## src/hdl/bpd_ram.sv

```systemverilog
// ----------------------------------------------------------------------------
// Generic RAM
// One write port and one read port with registered read data.
// ----------------------------------------------------------------------------
module bpd_ram #(
    parameter  int WIDTH = 8,
    parameter  int DEPTH = 256,
    localparam int AW    = (DEPTH > 1) ? $clog2(DEPTH) : 1
) (
    input  logic             clk,
    input  logic             wr_en,
    input  logic [AW-1:0]    wr_addr,
    input  logic [WIDTH-1:0] wr_data,
    input  logic [AW-1:0]    rd_addr,
    output logic [WIDTH-1:0] rd_data
);

    logic [WIDTH-1:0] mem [DEPTH];

    // Write port.
    always_ff @(posedge clk)
    begin
        if (wr_en)
        begin
            mem[wr_addr] <= wr_data;
        end
    end

    // Registered read port.
    always_ff @(posedge clk)
    begin
        rd_data <= mem[rd_addr];
    end

endmodule
```

## config.mk

```make
export PLATFORM = sky130hd
export DESIGN_NAME = bpd_ram
export DESIGN_NICKNAME = d
export VERILOG_FILES = /design/src/hdl/bpd_ram.sv
export SDC_FILE = /design/constraint.sdc
export NUM_CORES = 2
export LEC_CHECK = 0
export BUFFER_PORTS_ARGS = -buffer_cell sky130_fd_sc_hd__buf_2
export CORE_AREA = 2 2 537 432
export CTS_BUF_LIST = sky130_fd_sc_hd__clkbuf_8
export DETAILED_ROUTE_END_ITERATION = 10
export DIE_AREA = 0 0 539 434
export GPL_TIMING_DRIVEN = 0
export PLACE_DENSITY = 0.61
export SLEW_MARGIN = 20
export SYNTH_ARGS = -nofsm -noshare
export SYNTH_HDL_FRONTEND = slang
export SYNTH_SLANG_ARGS = --single-unit
```

## constraint.sdc

```tcl
create_clock -name clk -period 3.78 [get_ports clk]
set_clock_uncertainty 0.05 [all_clocks]
set_input_delay 0.189 -clock clk [delete_from_list [all_inputs] [get_ports clk]]
set_output_delay 0.189 -clock clk [all_outputs]
set_load 0.01 [all_outputs]
```

# After elaboration in Yosys (flattened, before gate mapping)
# Memories as Yosys holds them, arrays and structs flattened. A register that Yosys moved wholly into a read port is not among the register bits.
# Cells that the tools add are included.
[word_totals]
word_cells = 3
ramBits = 2048
regBits = 0
output_inout_bits = 8
n_memories = 1
inputBits = 26
[classes]
n_mux = 2
[mem_list]
columns = ["memory", "depth", "width", "rd", "rd_clocked_by_memory_dff", "wr", "line", "source"]
rows = [
  ["mem", 256, 8, 1, 1, 1, "18", "logic [WIDTH-1:0] mem [DEPTH];"],
]
[ops]
columns = ["cell", "count"]
rows = [
  ["two-way mux 1 bit", 2],
]

# Longest topological paths before layout
[logic_depth]
depth_word = 2
ltp_mapped = 11

# Least setup slack after synthesis
# OpenSTA, ideal clock, no wires.
[synth_timing]
path_kind = "input port to flip-flop"
from = "in rd_addr[0]"
to = "reg rd_data[2], read port of mem"
t_arrival_ns = 1.996
setup_ns = 0.131
stages = 9
n_path_buf = 4
t_required_ns = 3.599
setup_slack_ns = 1.603
cell_sequence = "buf_6 -> buf_12 -> buf_8 -> buf_2 -> mux4_2 -> a22oi_1 -> a21oi_1 -> nor4_1 -> nor4_2"
[synth_rtl]
columns = ["item", "line", "source"]
rows = [
  ["from (decl)", "14", "input logic [AW-1:0] rd_addr,"],
  ["to (decl)", "15", "output logic [WIDTH-1:0] rd_data"],
]

==> out/qor.yml <==
setup_path:
  end_kind: "flop"
  cp_num_cells: 9
  worstSetupStartpointType: "input port"
  critPathTopFamily: "buffers and inverters"
  path_cells: "buf_2 -> buf_4 -> buf_2 -> clkbuf_1 -> nor2_1 -> a22oi_1 -> a31oi_1 -> nor4_1 -> nor4_1"
  slowest_delay_ps: 1070
  required_ps: 4450
  worstPathArrival_ps: 4700
  path_class: "input port to flop"
  r2r_cells: 6
  critPathBufInv: 4
  path_max_fanout: 10
  slowest_stage: "nor4_1"
layout:
  layout.nets: 4145
  final_cells: 7358
  finalInstanceArea_mm2: 0.0901
  drive_gt1_share_pct: 24.4
  area_delta_synth_final_pct: 13.3
logic_synthesis:
  synth_area_leaders: "edfxtp_1 (77%), mux4_2 (13%), mux2i_1 (1.7%)"
  synth_nets: 3759
  synthAdderAreaFrac_pct: 0
  yosys_most_used_dff: "edfxtp_1"
  yosys.area_share.simple_pct: 2.63
  synth_area_mm2: 0.0796
  synthXorXnorAreaFrac_pct: 0
  synth_top_area_cell: "edfxtp_1"
  synthCells: 3733
  synth_edf_count: 2048
  synthArstFlopShare_pct: 0
  yosysSeqAreaShare_pct: 77.5
  synth_top_area_share_pct: 77.3
  synth_top_family_by_area: "multiplexers"
  synth_compound_area_share_pct: 3.42
  ys_seq_elements: 2056
  avgSynthCellArea_um2: 21.3
  yosys_warnings: 0
  muxShareOfSynthArea_pct: 14.6
  ys_types: 55
floorplanning:
  fp-row-count: 157
  die_w_um: 539
  coreArea_mm2: 0.228
  die_h_um: 434
  dieArea_mm2: 0.234
  io_pins: 34
  initial_core_util_pct: 34.9
sta:
  fin_crit_ps: 4030
  setup_tns_ps: -449
  maxSlewViolCount: 0
  hold_violations: 0
  slew_headroom_pct: 9.26
  worst_pin_slew_ps: 1350
  setup_viol: 3
  fmax_mhz: 248
  setup_ws_ps: -246
  timing.final.crit_share_pct: 107
  rsz0062_at_grt: "no"
power_and_ir_drop:
  power_mw: 44.8
  swShare_pct: 23.9
  seq_power_share_pct: 56.1
  p_leak_nw: 27.8
  power_frac_comb_pct: 6.3
  vdd_ir_drop_max_mv: 0.277
  p_int_mw: 34.1
  pwr-share-clk_pct: 37.7
  p_sw_mw: 10.7
  p_per_area_mw_per_mm2: 498
place:
  io_buffers: 26
  dp_hpwl_um: 167000
  dpl_cell_area_mm2: 0.0846
  dp.cells: 6818
  place_congestion: 0.926
routing:
  routedWlPerCell_um: 33.9
  drtIter0Drc: 7921
  totalWireLength_um: 250000
  drc: 0
  vias: 43200
  avgViaCountPerCell: 5.87
  first_pass_iters: 6
  ant_nets: 0
status:
  violations: "setup timing"
  status: "complete, but fails checks"
global_route:
  grt_use_total_pct: 20.8
  grt_overflow_total: 0
  antenna_found_initial: 28
  grt_max_degree: 133
  grt_pass1_vias: 40700
  grt_pass1_wl_um: 336000
clock_network:
  clockBufferDepth: 4
  cts.htree.levels: 5
  cts-root-buf: "clkbuf_8"
  post-cts-setup-buffer-count: 0
  clock_latency_ps: 970
  clkTransAtPathRegs_ps: 60
  numCtsBuffers: 311
  cts_tree: "yes"
  clock-sinks: 2056
run:
  cap_viol_max_count: 0
min_path:
  hp-class: "input port to flop"
  min_path_cells: 3
-- cell usage in the layout (no fill, tap or decap), drive strengths merged, types with 10 or more instances in the layout --
cell type	instances
inv	106
mux2i	134
nand3	34
edfxtp	2048
o22ai	28
nand4	10
mux4	456
a211oi	16
nor4	27
o221ai	47
nor2b	31
nor2	282
nand2	33
clkinv	92
o211ai	10
nor3	22
clkbuf	425
a22oi	133
o21ai	12
a221oi	14
buf	186
a21oi	96
-- cell usage after synthesis (all sizes together), types with 12 or more instances --
cell type	number
buf	122
a211oi	16
nor4	27
o221ai	47
a22oi	133
edfxtp	2048
clkbuf	111
mux4	456
mux2i	134
nor3	22
nand2	33
nor2b	31
o21ai	12
o22ai	28
a21oi	96
a221oi	14
nand3	34
nor2	282
-- state kept, by name, indices dropped and copies added, names as in the netlist --
signal,cells
rd_data,8
mem,2048
-- worst register-to-register path, stage by stage (launching register included) --
cell      delay [ps]
edfxtp_1         350
mux4_2           500
a22o_1           270
a221oi_1         920
o32ai_1          340
nor3_1           570
nor4_1           280
-- metal layers --
layer / vias to the layer above / GRT usage [%] / part of all wire [%]
met2: 3343 / 29.3 / 42
met1: 22900 / 30.2 / 39
met4: 4 / 6.47 / 3.5
met5: - / 0 / 0.013
li1: 16500 / - / -
met3: 494 / 7.20 / 15
-- through the flow --
stage	util, %	setup slack (ps)	hold slack, ps
after floorplan	-	1600	238
after global placement	36.6	-1520	544
after detailed placement	37.0	-1140	539
after CTS	39.4	51.3	20.2
after global routing	39.5	40.6	62.6
final	39.5	-246	72.1
-- cell type report --
cell class                      count  area (um^2)
Antenna cell                        7         17.5
Buffer                            233         1500
Clock buffer                      313         4310
Clock inverter                    211         1080
Fill cell                       20300       138000
Inverter                            2         7.51
Multi-Input combinational cell   1442        16500
Sequential cell                  2056        61700
Tap cell                         3021         3780
Timing Repair Buffer               73         1240
-- repair_timing --
item / 4_1_cts / 5_1_grt
hold buffers: 8 / 0
setup endpoints to repair: 4 / 2
endpoints found under the hold margin: 1048 / 0
gates resized for setup: 3 / 1
-- power by group through the flow --
stage	Sequential (mW)	Clock [mW]	Combinational [mW]
final	25.1	16.9	2.81
after global routing	25.1	17.9	2.85
after CTS	25.1	16.9	2.73
after detailed placement	25.6	0	2.72
after global placement	25.7	0	2.59
after floorplan	25.6	0	1.22
-- logic make-up after synthesis --
group                  count (synthesis)
AND/OR/NAND/NOR                      466
multiplexers                         591
flip-flops                          2056
AO/OA/AOI/OAI                        385
buffers and inverters                235
-- final timing paths --
path	to	slack, ps	startpoint
setup / recovery	rd_data[3]	-250	rd_addr[1]
hold / removal	mem[197][5]	70	wr_addr[6]
setup reg to reg	rd_data[5]	280	mem[83][5]
hold reg to reg	rd_data[3]	1330	mem[254][3]
Note: power is estimated with default switching activity, not from simulation.
